### src/sv/nlt_pkg.sv
`timescale 1ns / 1ps

package nlt_pkg;

	localparam int NODES_DEF = 16;

	localparam int MASK_W    = 16;
	localparam int ROWS_W    = 8;
	localparam int TIMEOUT_W = 16;
	localparam int ID_W      = 8;
	localparam int RPM_W     = 16;
	localparam int CLK_W     = 32;
	localparam int REG_IDX_W = 2;

	localparam int COUNT_OUT_W = 5;
	localparam int TOTAL_OUT_W = 20;
	localparam int AVG_OUT_W   = 24;
	localparam int FRAC_W      = 8;

	localparam logic [REG_IDX_W-1:0] REG_ENABLE_MASK = 2'd0;
	localparam logic [REG_IDX_W-1:0] REG_ROWS        = 2'd1;
	localparam logic [REG_IDX_W-1:0] REG_TIMEOUT     = 2'd2;

	localparam logic [MASK_W-1:0]    MASK_RST    = 16'hFFFF;
	localparam logic [ROWS_W-1:0]    ROWS_RST    = 8'd16;
	localparam logic [TIMEOUT_W-1:0] TIMEOUT_RST = 16'd1000;

	localparam logic ACT_TICK   = 1'b0;
	localparam logic ACT_STATUS = 1'b1;

	typedef struct packed {
		logic [MASK_W-1:0]    section_enable_mask;
		logic [ROWS_W-1:0]    rows_used;
		logic [TIMEOUT_W-1:0] timeout_ms;
	} cfg_t;

	typedef struct packed {
		logic             tick;
		logic             status;
		logic [ID_W-1:0]  node_id;
		logic [RPM_W-1:0] rpm;
		logic [CLK_W-1:0] clock_ms;
	} cell_cmd_t;

	typedef enum logic [1:0] {
		ST_IDLE,
		ST_SWEEP,
		ST_LOAD,
		ST_DIV
	} state_t;

endpackage

### src/sv/node_liveness_table_with_rpm_stats_top.sv
`timescale 1ns / 1ps

// Liveness table for NODES bus nodes with rpm statistics.
// Input channel (in_valid/in_stall): one beat is either a millisecond tick
// (action 0) or a status frame (action 1) carrying node_id and rpm_reading.
// A tick advances the millisecond clock and drops nodes whose age exceeds
// timeout_ms; a status frame for node 1..NODES marks it online and stores
// its rpm. Every input beat yields exactly one output beat on out_valid/
// out_stall with the count, any-online flag, total rpm and mean rpm x256
// over enabled, online nodes within the rows in use.
// The table updates at the accepting edge; the aggregate then travels down
// the row of cells, one cell per cycle, and a bit-serial divider forms the
// mean. No new beat is accepted while one is in flight; the next beat can
// be taken in the cycle after the result is loaded. A finished result
// waits in the output register while the receiver stalls; the next beat is
// accepted meanwhile but its result is held back until the register is
// free. Reset clears the clock, all online flags and the output valid, and
// loads the register defaults. Registers are to be written by the user
// through wr_en/wr_index/wr_data only while no beat is in flight; the
// block itself does not enforce this.
module node_liveness_table_with_rpm_stats_top #(
	parameter int NODES = nlt_pkg::NODES_DEF
) (
	input  logic                                 clk,
	input  logic                                 arst_n,
	input  logic                                 wr_en,
	input  logic [nlt_pkg::REG_IDX_W-1:0]        wr_index,
	input  logic [nlt_pkg::MASK_W-1:0]           wr_data,
	input  logic                                 in_valid,
	output logic                                 in_stall,
	input  logic                                 action,
	input  logic [nlt_pkg::ID_W-1:0]             node_id,
	input  logic [nlt_pkg::RPM_W-1:0]            rpm_reading,
	output logic                                 out_valid,
	input  logic                                 out_stall,
	output logic [nlt_pkg::COUNT_OUT_W-1:0]      online_count,
	output logic                                 any_online,
	output logic [nlt_pkg::TOTAL_OUT_W-1:0]      total_rpm,
	output logic [nlt_pkg::AVG_OUT_W-1:0]        average_rpm_x256
);

	localparam int CNT_W  = $clog2(NODES + 1);
	localparam int SUM_W  = nlt_pkg::RPM_W + CNT_W;
	localparam int DVD_W  = SUM_W + nlt_pkg::FRAC_W;
	localparam int SWP_W  = (NODES > 1) ? $clog2(NODES) : 1;
	localparam int CNT_XW = (CNT_W > nlt_pkg::COUNT_OUT_W) ? CNT_W : nlt_pkg::COUNT_OUT_W;
	localparam int SUM_XW = (SUM_W > nlt_pkg::TOTAL_OUT_W) ? SUM_W : nlt_pkg::TOTAL_OUT_W;

	nlt_pkg::cfg_t                cfg_q;
	nlt_pkg::state_t              state_q;
	nlt_pkg::state_t              state_nxt;
	nlt_pkg::cell_cmd_t           cmd;
	logic [nlt_pkg::CLK_W-1:0]    clock_q;
	logic [SWP_W-1:0]             sweep_cnt_q;
	logic                         in_accept;
	logic                         div_start;
	logic                         out_load;
	logic                         div_busy;
	logic [DVD_W-1:0]             quotient;
	logic [CNT_W-1:0]             acc_cnt [NODES+1];
	logic [SUM_W-1:0]             acc_sum [NODES+1];
	logic [CNT_W-1:0]             cnt_fin;
	logic [SUM_W-1:0]             sum_fin;
	logic [CNT_XW-1:0]            cnt_ext;
	logic [SUM_XW-1:0]            sum_ext;
	logic                         out_valid_q;
	logic [nlt_pkg::COUNT_OUT_W-1:0] count_q;
	logic                         any_q;
	logic [nlt_pkg::TOTAL_OUT_W-1:0] total_q;
	logic [nlt_pkg::AVG_OUT_W-1:0]   avg_q;

	always_ff @(posedge clk or negedge arst_n) begin
		if (!arst_n) begin
			cfg_q.section_enable_mask <= nlt_pkg::MASK_RST;
			cfg_q.rows_used           <= nlt_pkg::ROWS_RST;
			cfg_q.timeout_ms          <= nlt_pkg::TIMEOUT_RST;
		end else if (wr_en) begin
			unique case (wr_index)
				nlt_pkg::REG_ENABLE_MASK: cfg_q.section_enable_mask <= wr_data;
				nlt_pkg::REG_ROWS:        cfg_q.rows_used <= wr_data[nlt_pkg::ROWS_W-1:0];
				nlt_pkg::REG_TIMEOUT:     cfg_q.timeout_ms <= wr_data;
				default: begin
				end
			endcase
		end
	end

	assign in_accept = in_valid && !in_stall;

	always_comb begin
		cmd.tick     = in_accept && (action == nlt_pkg::ACT_TICK);
		cmd.status   = in_accept && (action == nlt_pkg::ACT_STATUS);
		cmd.node_id  = node_id;
		cmd.rpm      = rpm_reading;
		cmd.clock_ms = (action == nlt_pkg::ACT_TICK) ? clock_q + 1'b1 : clock_q;
	end

	always_ff @(posedge clk or negedge arst_n) begin
		if (!arst_n) begin
			clock_q <= '0;
		end else if (cmd.tick) begin
			clock_q <= cmd.clock_ms;
		end
	end

	assign acc_cnt[0] = '0;
	assign acc_sum[0] = '0;

	for (genvar i = 0; i < NODES; i++) begin : g_cell
		nlt_cell #(
			.IDX   (i + 1),
			.CNT_W (CNT_W),
			.SUM_W (SUM_W)
		) u_cell (
			.clk        (clk),
			.arst_n     (arst_n),
			.cmd        (cmd),
			.cfg        (cfg_q),
			.acc_cnt_in (acc_cnt[i]),
			.acc_sum_in (acc_sum[i]),
			.acc_cnt    (acc_cnt[i+1]),
			.acc_sum    (acc_sum[i+1])
		);
	end

	assign cnt_fin = acc_cnt[NODES];
	assign sum_fin = acc_sum[NODES];

	always_comb begin
		state_nxt = state_q;
		unique case (state_q)
			nlt_pkg::ST_IDLE:  if (in_accept) state_nxt = nlt_pkg::ST_SWEEP;
			nlt_pkg::ST_SWEEP: if (sweep_cnt_q == SWP_W'(NODES - 1)) state_nxt = nlt_pkg::ST_LOAD;
			nlt_pkg::ST_LOAD:  state_nxt = nlt_pkg::ST_DIV;
			nlt_pkg::ST_DIV:   if (out_load) state_nxt = nlt_pkg::ST_IDLE;
			default:           state_nxt = nlt_pkg::ST_IDLE;
		endcase
	end

	always_comb begin
		in_stall  = (state_q != nlt_pkg::ST_IDLE);
		div_start = (state_q == nlt_pkg::ST_LOAD);
		out_load  = (state_q == nlt_pkg::ST_DIV) && !div_busy && (!out_valid_q || !out_stall);
	end

	always_ff @(posedge clk or negedge arst_n) begin
		if (!arst_n) begin
			state_q     <= nlt_pkg::ST_IDLE;
			sweep_cnt_q <= '0;
		end else begin
			state_q <= state_nxt;
			if (in_accept) begin
				sweep_cnt_q <= '0;
			end else if (state_q == nlt_pkg::ST_SWEEP) begin
				sweep_cnt_q <= sweep_cnt_q + 1'b1;
			end
		end
	end

	nlt_div #(
		.DVD_W (DVD_W),
		.DVS_W (CNT_W)
	) u_div (
		.clk      (clk),
		.arst_n   (arst_n),
		.start    (div_start),
		.dividend ({sum_fin, nlt_pkg::FRAC_W'(0)}),
		.divisor  (cnt_fin),
		.busy     (div_busy),
		.quotient (quotient)
	);

	assign cnt_ext = CNT_XW'(cnt_fin);
	assign sum_ext = SUM_XW'(sum_fin);

	always_ff @(posedge clk or negedge arst_n) begin
		if (!arst_n) begin
			out_valid_q <= 1'b0;
		end else if (out_load) begin
			out_valid_q <= 1'b1;
		end else if (!out_stall) begin
			out_valid_q <= 1'b0;
		end
	end

	always_ff @(posedge clk) begin
		if (out_load) begin
			count_q <= (cnt_ext > CNT_XW'(31)) ? nlt_pkg::COUNT_OUT_W'(31)
				: cnt_ext[nlt_pkg::COUNT_OUT_W-1:0];
			any_q   <= (cnt_fin != '0);
			total_q <= (sum_ext > SUM_XW'(20'hFFFFF)) ? nlt_pkg::TOTAL_OUT_W'(20'hFFFFF)
				: sum_ext[nlt_pkg::TOTAL_OUT_W-1:0];
			avg_q   <= (cnt_fin == '0) ? '0 : quotient[nlt_pkg::AVG_OUT_W-1:0];
		end
	end

	assign out_valid        = out_valid_q;
	assign online_count     = count_q;
	assign any_online       = any_q;
	assign total_rpm        = total_q;
	assign average_rpm_x256 = avg_q;

	a_flag_matches_count: assert property (@(posedge clk) disable iff (!arst_n)
		out_valid |-> (any_online == (online_count != '0)))
		else $error("any_online disagrees with online_count");

	a_zero_count_zero_avg: assert property (@(posedge clk) disable iff (!arst_n)
		(out_valid && online_count == '0) |-> (average_rpm_x256 == '0))
		else $error("non-zero average with no nodes counted");

	a_busy_after_accept: assert property (@(posedge clk) disable iff (!arst_n)
		in_accept |=> (state_q == nlt_pkg::ST_SWEEP && sweep_cnt_q == '0))
		else $error("accepted beat did not start the sweep");

	a_load_needs_idle_div: assert property (@(posedge clk) disable iff (!arst_n)
		out_load |-> (!div_busy && !div_start))
		else $error("result loaded while the divider was running");

endmodule

### src/sv/nlt_cell.sv
`timescale 1ns / 1ps

module nlt_cell #(
	parameter int IDX   = 1,
	parameter int CNT_W = 5,
	parameter int SUM_W = 21
) (
	input  logic                 clk,
	input  logic                 arst_n,
	input  nlt_pkg::cell_cmd_t   cmd,
	input  nlt_pkg::cfg_t        cfg,
	input  logic [CNT_W-1:0]     acc_cnt_in,
	input  logic [SUM_W-1:0]     acc_sum_in,
	output logic [CNT_W-1:0]     acc_cnt,
	output logic [SUM_W-1:0]     acc_sum
);

	logic                          online_q;
	logic [nlt_pkg::CLK_W-1:0]     last_seen_q;
	logic [nlt_pkg::RPM_W-1:0]     rpm_q;
	logic [CNT_W-1:0]              acc_cnt_q;
	logic [SUM_W-1:0]              acc_sum_q;
	logic                          enabled;
	logic                          counted;
	logic                          id_hit;
	logic                          expired;
	logic [nlt_pkg::CLK_W-1:0]     age;

	if (IDX <= nlt_pkg::MASK_W) begin : g_en
		assign enabled = cfg.section_enable_mask[IDX-1];
	end else begin : g_no_en
		assign enabled = 1'b0;
	end

	assign id_hit  = (cmd.node_id == nlt_pkg::ID_W'(IDX));
	assign age     = cmd.clock_ms - last_seen_q;
	assign expired = age > nlt_pkg::CLK_W'(cfg.timeout_ms);
	assign counted = enabled && online_q && (cfg.rows_used >= nlt_pkg::ROWS_W'(IDX));

	always_ff @(posedge clk or negedge arst_n) begin
		if (!arst_n) begin
			online_q    <= 1'b0;
			last_seen_q <= '0;
			rpm_q       <= '0;
		end else if (cmd.status && id_hit) begin
			online_q    <= 1'b1;
			last_seen_q <= cmd.clock_ms;
			rpm_q       <= cmd.rpm;
		end else if (cmd.tick && online_q && expired) begin
			online_q <= 1'b0;
		end
	end

	always_ff @(posedge clk) begin
		acc_cnt_q <= acc_cnt_in + CNT_W'(counted);
		acc_sum_q <= acc_sum_in + (counted ? SUM_W'(rpm_q) : '0);
	end

	assign acc_cnt = acc_cnt_q;
	assign acc_sum = acc_sum_q;

endmodule

### src/sv/nlt_div.sv
`timescale 1ns / 1ps

module nlt_div #(
	parameter int DVD_W = 29,
	parameter int DVS_W = 5
) (
	input  logic             clk,
	input  logic             arst_n,
	input  logic             start,
	input  logic [DVD_W-1:0] dividend,
	input  logic [DVS_W-1:0] divisor,
	output logic             busy,
	output logic [DVD_W-1:0] quotient
);

	localparam int STEP_W = $clog2(DVD_W + 1);

	logic              busy_q;
	logic [STEP_W-1:0] step_q;
	logic [DVS_W-1:0]  rem_q;
	logic [DVD_W-1:0]  quo_q;
	logic [DVS_W-1:0]  dvs_q;
	logic [DVS_W:0]    shifted;
	logic [DVS_W+1:0]  diff;
	logic              fits;

	assign shifted = {rem_q, quo_q[DVD_W-1]};
	assign diff    = {1'b0, shifted} - {2'b00, dvs_q};
	assign fits    = !diff[DVS_W+1];

	always_ff @(posedge clk or negedge arst_n) begin
		if (!arst_n) begin
			busy_q <= 1'b0;
			step_q <= '0;
		end else if (start) begin
			busy_q <= 1'b1;
			step_q <= STEP_W'(DVD_W);
		end else if (busy_q) begin
			step_q <= step_q - 1'b1;
			if (step_q == STEP_W'(1)) begin
				busy_q <= 1'b0;
			end
		end
	end

	always_ff @(posedge clk) begin
		if (start) begin
			rem_q <= '0;
			quo_q <= dividend;
			dvs_q <= divisor;
		end else if (busy_q) begin
			rem_q <= fits ? diff[DVS_W-1:0] : shifted[DVS_W-1:0];
			quo_q <= {quo_q[DVD_W-2:0], fits};
		end
	end

	assign busy     = busy_q;
	assign quotient = quo_q;

endmodule

### config.mk
export PLATFORM = sky130hd
export DESIGN_NAME = node_liveness_table_with_rpm_stats_top
export DESIGN_NICKNAME = d
export VERILOG_FILES = /design/src/sv/nlt_pkg.sv /design/src/sv/node_liveness_table_with_rpm_stats_top.sv /design/src/sv/nlt_cell.sv /design/src/sv/nlt_div.sv
export SDC_FILE = /design/constraint.sdc
export NUM_CORES = 2
export LEC_CHECK = 0
export CAP_MARGIN = 0
export CORE_MARGIN = 5
export CORE_UTILIZATION = 59
export DETAILED_ROUTE_END_ITERATION = 7
export DONT_BUFFER_PORTS = 1
export GPL_ROUTABILITY_DRIVEN = 0
export GPL_TIMING_DRIVEN = 0
export PLACE_DENSITY = 0.78
export REMOVE_ABC_BUFFERS = 1
export SKIP_LAST_GASP = 1
export SYNTH_ARGS = -nofsm -noshare
export SYNTH_HDL_FRONTEND = slang
export SYNTH_SLANG_ARGS = --single-unit
### constraint.sdc
create_clock -name clk -period 6.42 [get_ports clk]
set_input_delay 0.321 -clock clk [delete_from_list [all_inputs] [get_ports clk]]
set_output_delay 0.321 -clock clk [all_outputs]
set_load 0.005 [all_outputs]
* Word-level counts from Yosys, hierarchy flattened *
Cells that the tools add are included.

storage, ports and cells
  input bits = 48
  logic and storage cells = 392
  register bits = 1370
  output and inout bits = 52

operators by class
  eq/ne operators = 27
  $lt $le $gt $ge = 34
  reduce and logical (&&, ||, !) cells = 118
  muxes and demuxes = 64
  $add $sub $neg = 50
  bitwise operators = 1

operator list
  operator               count
  $gt 32x16->1           16
  $sub 32x32->32         16
  $add 21x21->21         15
  $mux 16                15
  $logic_and 1x1->1      85
  $add 5x1->5            14
  $eq 8x4->1 const B     8
  $ge 8x4->1 const B     8
  $mux 29                2
  $reduce_bool 2->1      19
  $mux 1                 37
  $add 32x1->32 const B  1
  $eq 8x3->1 const B     4
  $ge 8x3->1 const B     4
  $mux 32                1
  $gt 21x20->1 const B   1
  $eq 8x2->1 const B     2
  $ge 8x2->1 const B     2
  $mux 5                 3
  $eq 8x1->1 const B     1
  $eq 8x5->1 const B     1
  $ge 8x1->1 const B     1
  $ge 8x5->1 const B     1
  $mux 4                 2
  other kinds (21)       35

* Depth between registers and ports, before layout *
  depth after elaboration = 8
  depth in mapped cells = 30

* By module *
From an unflattened synthesis, not the netlist that was laid out.

second synthesis, totals
  cells, all modules = 10651
  area total of the unflattened synthesis = 97920.2 um2

by module, submodules not included
  module                                  cells each  area an instance (um2)  times used  seq. area each (um2)
  nlt_cell (g_cell[1].u_cell)             668         5960.7                  1           1746.7
  nlt_cell (g_cell[13].u_cell)            678         5869.4                  1           1746.7
  node_liveness_table_with_rpm_stats_top  442         5801.8                  1           3507.1
  nlt_cell (g_cell[15].u_cell)            648         5790.6                  1           1746.7
  nlt_cell (g_cell[7].u_cell)             650         5750.5                  1           1746.7
  nlt_cell (g_cell[5].u_cell)             600         5630.4                  1           1746.7
  nlt_cell (g_cell[3].u_cell)             622         5617.9                  1           1746.7
  nlt_cell (g_cell[9].u_cell)             595         5617.9                  1           1746.7
  nlt_cell (g_cell[8].u_cell)             618         5599.1                  1           1746.7
  nlt_cell (g_cell[10].u_cell)            651         5587.9                  1           1746.7
  nlt_cell (g_cell[4].u_cell)             602         5570.3                  1           1746.7
  nlt_cell (g_cell[2].u_cell)             643         5557.8                  1           1746.7
  nlt_cell (g_cell[14].u_cell)            646         5555.3                  1           1746.7
  nlt_cell (g_cell[6].u_cell)             630         5526.6                  1           1746.7
  +4 rows                                 -           -                       -           -

* Worst setup path before layout *
OpenSTA, ideal clock, no wires.

  kind = reg-to-reg
  start = reg clock_q[0] in the netlist's numbering
  end = reg g_cell[15].u_cell.online_q
  cell stages (with the launch flop) = 29
  period minus slack after synthesis = 6193 ps
  library setup time = 92 ps
  setup slack = 227 ps
  arrival time = 6101 ps
  cells stage by stage = dfrtp_1 -> ha_1 -> nor2b_1 -> nand3_1 -> nor2_1 -> and2_1 -> nand2_1 -> xor2_1 -> clkbuf_1 -> inv_1 -> ha_1 -> a21o_1 -> a21o_1 -> a221o_1 -> nand3_1 -> nand2_1 -> xnor2_1 -> ha_1 -> a21o_1 -> a21o_1 -> a21oi_1 -> o221a_1 -> o21ai_1 -> nor4_1 -> o2111a_1 -> o21ai_0 -> a2111oi_2 -> or4b_1 -> o31ai_2

RTL lines
  what                    line                                           RTL
  from (decl)             node_liveness_table_with_rpm_stats_top.sv:53   logic [nlt_pkg::CLK_W-1:0] clock_q;
  from (signal assigned)  node_liveness_table_with_rpm_stats_top.sv:102  clock_q <= cmd.clock_ms;
  to (signal assigned)    nlt_cell.sv:42                                 online_q <= 1'b0;
  to (signal assigned)    nlt_cell.sv:46                                 online_q <= 1'b1;
  to (signal assigned)    nlt_cell.sv:50                                 online_q <= 1'b0;
  to (decl)               nlt_cell.sv:18                                 logic online_q;

==> out/results.ini <==
[clock_network]
clk_latency_ns=0.82
cts_tree=built
cts.root.buffer_cell=clkbuf_16
cts_made_buffers=147
htreeDepth=4
clock_path_buffers=3
clk_pin_slew_ns=0.06
clock-sinks=1349

[setup_path]
worst_ep_required_time_ns=7.16
cpPeakStageDelay_ns=0.44
start_kind=flop
slowest_stage=or3_1
regToRegSetupSlack_ns=-0.02
rr_endpoint=g_cell[14].u_cell.online_q
timing.rr.start=clock_q[1]
end_kind=flop
endpoint=g_cell[14].u_cell.online_q
reg2reg_depth=29
critPathArrivalTime_ns=7.18
critical_path_peak_fanout=10
crit_top_cell=a21o_1
cp-startpoint=clock_q[1]
critPathKind=flop to flop

[route]
wire_per_inst_um=21.43
antenna_left=0
met1_length_um=107100
top_layer=met5
drtIter0Drc=8262
drc_errors=0
drtPass1Iterations=7
wl_um=266000
vias=77350
dr_wl_met3_um=29990
viasPerCell=6.233
met2_length_um=111600

[min_path]
worstHoldStart=action
hold_path_depth=6
hold_class=primary input to flop

[timing]
worst_slack_ns=-0.01506
hold_viol_final=0
finClkSkew_ns=0.06541
post-route-period-util_pct=100.2
rsz0062_at_grt=yes
layout_min_cycle_time_ns=6.435
tightest_slew_ns=1.650
slew_headroom_pct=-10.00
fmax_ghz=0.1554
slew_violations=260
setup_viol=1

[grt]
grt_pass1_wl_um=406500
overflow=0
track_usage_pct=31.56
grt_max_degree=870
antenna_found_initial=14
grt_pass1_vias=73290

[status]
status=complete, but fails checks
violations=max-capacitance violations, max-slew violations, negative setup slack

[place]
port_buffers=0
dpl_worst_slack_ns=-3.234
hpwlAfterDp_um=180200
place_area_sq_um=93590

[logic_synthesis]
async_flop_share_pct=64.42
postSynthCellCount=10180
synth_ff_type=dfrtp_1
ys_seq_area_share_pct=35.50
yosys_warnings=0
yosysUniqueCellTypes=109
synth.avg_cell_area_sq_um=8.895
syn-cell-area_sq_um=90550
ys_ff_latch=1349
synth_edf_count=76

[layout]
fin_nets=11370
areaGrowthSynthToFinish_pct=12.47
final_core_util_pct=66.89
post_route_cells_drive_above_1_share_pct=10.65
final_area_sq_um=101800

[floorplan]
initial_utilization_pct=59.47
dieArea_sq_um=161400
rows=143
die_h_um=401.8
core-area_sq_um=152300
pin_count=100
fp.dieW_um=401.8

[pwr]
peakVddDrop_mv=0.2314
power_leakage_nw=49.63
power_density_nw_per_um2=257.2
total_power_mw=26.20

[run]
drv_cap=1

==> synthesized netlist by cell type, types with 46 or more instances <==
| library cell | count | area, sq um |
|---|---|---|
| clkbuf_1 | 307 | 1152 |
| ha_1 | 1035 | 12950 |
| edfxtp_1 | 76 | 2282 |
| dfxtp_1 | 404 | 8088 |
| or2_2 | 51 | 319.1 |
| nor2b_1 | 155 | 969.7 |
| a211oi_1 | 46 | 345.3 |
| nand3_1 | 200 | 1001 |
| xnor2_1 | 432 | 3784 |
| inv_1 | 874 | 3281 |
| xor2_1 | 174 | 1524 |
| o21ai_1 | 67 | 335.3 |
| mux2i_1 | 51 | 510.5 |
| nand4_1 | 162 | 1013 |
| o21a_1 | 133 | 998.5 |
| and2_1 | 279 | 1745 |
| o21bai_1 | 69 | 518.0 |
| and3_1 | 48 | 300.3 |
| dfrtp_1 | 846 | 21170 |
| a21oi_1 | 934 | 4674 |
| o211ai_1 | 56 | 420.4 |
| o21ai_0 | 606 | 3033 |
| nor3_1 | 108 | 540.5 |
| nand2b_1 | 86 | 538.0 |
| a21boi_0 | 47 | 352.8 |
| a31oi_1 | 51 | 319.1 |
| a21o_1 | 356 | 2673 |
| mux2_2 | 306 | 3446 |
| nand2_1 | 672 | 2522 |
| nor2_1 | 860 | 3228 |
==> registers in the layout, summed over array words and instances, names as in the netlist, 20 cells and up <==
name                       count
g_cell.u_cell.last_seen_q    512
g_cell.u_cell.acc_cnt         70
g_cell.u_cell.rpm_q          256
average_rpm_x256              24
total_rpm                     20
g_cell.u_cell.acc_sum        321
u_div.quotient                29
cfg_q                         40
clock_q                       32
==> critical path: cells and delay by family (launching register included) <==
| kind | cells | cell delay, ns |
|---|---|---|
| AOI/OAI and AO/OA | 9 | 1.73 |
| xor gates and xnor gates | 2 | 0.32 |
| adders and majority gates | 2 | 0.67 |
| buffers and inverters | 6 | 0.96 |
| DFF | 1 | 0.42 |
| and+or+nand+nor | 10 | 2.23 |
==> per-layer routing <==
| layer | vias to the layer above | track usage, % |
|---|---|---|
| li1 | 35990 | - |
| met1 | 36670 | 42.06 |
| met2 | 3677 | 47.00 |
| met3 | 997 | 8.801 |
| met4 | 16 | 16.47 |
| met5 | - | 0 |
==> how the worst min path moves through the flow <==
stage	slack [ns]	endpoint
floorplan	0.03	cfg_q[0]
global placement	0.1	g_cell[13].u_cell.last_seen_q[4]
detailed placement	0.10	g_cell[13].u_cell.last_seen_q[4]
CTS	-0.77	g_cell[10].u_cell.last_seen_q[0]
global route	0.03	clock_q[6]
finish	0.04	clock_q[6]
==> cell type report <==
cell class                      count  area [sq um]
Sequential cell                  1349         32150
Clock inverter                     48         745.7
Fill cell                       11400         50420
Tap cell                         2030          2540
Multi-Input combinational cell   7614         55470
Clock buffer                      223          4389
Timing Repair Buffer              260          3099
Antenna cell                        8         20.02
Timing Repair inverter              1         8.758
Inverter                          878          3420
==> per-stage QoR <==
| step | TNS (ns) | cells | hold slack [ns] |
|---|---|---|---|
| after global routing | -0.4151 | 12400 | 0.03269 |
| after global placement | -130.35 | 11870 | 0.09570 |
| after floorplan | -20.54 | 9841 | 0.02541 |
| final | -0.01506 | 12410 | 0.04348 |
| after detailed placement | -39.12 | 11930 | 0.1030 |
| after CTS | -0.02878 | 12350 | -0.7652 |
==> layout by cell type, fill, tap and decap left out, drive strengths merged, types with 51 or more instances in the layout <==
| master | Yosys | routed |
|---|---|---|
| ha | 1035 | 1035 |
| a21oi | 939 | 939 |
| inv | 874 | 861 |
| nor2 | 861 | 861 |
| dfrtp | 846 | 846 |
| o21ai | 675 | 675 |
| nand2 | 672 | 672 |
| xnor2 | 433 | 433 |
| dfxtp | 404 | 404 |
| a21o | 356 | 356 |
| mux2 | 306 | 306 |
| and2 | 279 | 279 |
| clkbuf | 307 | 223 |
| buf | 32 | 214 |
| nand3 | 201 | 201 |
| xor2 | 174 | 174 |
| nand4 | 162 | 162 |
| nor2b | 156 | 156 |
| o21a | 133 | 133 |
| nor3 | 110 | 110 |
| nand2b | 86 | 86 |
| edfxtp | 76 | 76 |
| o21bai | 69 | 69 |
| o211ai | 58 | 58 |
| a21boi | 57 | 57 |
| a31oi | 54 | 54 |
| or2 | 52 | 52 |
| mux2i | 51 | 51 |
==> cell families after synthesis <==
logic type | Yosys count | share of synthesized area (%)
AND/OR/NAND/NOR | 2812 | 15.04
AO/OA/AOI/OAI | 2770 | 19.12
adder cells (fa/ha/maj) | 1067 | 15.01
multiplexers | 357 | 4.369
XOR/XNOR | 608 | 5.904
buffers and inverters | 1217 | 5.055
flip-flops | 1349 | 35.50
==> report_power, final <==
group          total, mW  switching, mW  internal [mW]
logic               8.30           4.85           3.45
clock network       8.84           3.72           5.12
registers           9.06          0.215           8.85
==> what timing repair did <==
item                                    in CTS  in global routing
hold buffers                                45                  1
endpoints found under the setup margin      16                 16
gates resized for setup                    131                133
buffers inserted                           102                 48
endpoints found under the hold margin     1215                192
gates cloned                                 0                  1
pin swaps                                   32                 46
No activity file was read; power rests on OpenSTA's default activity.
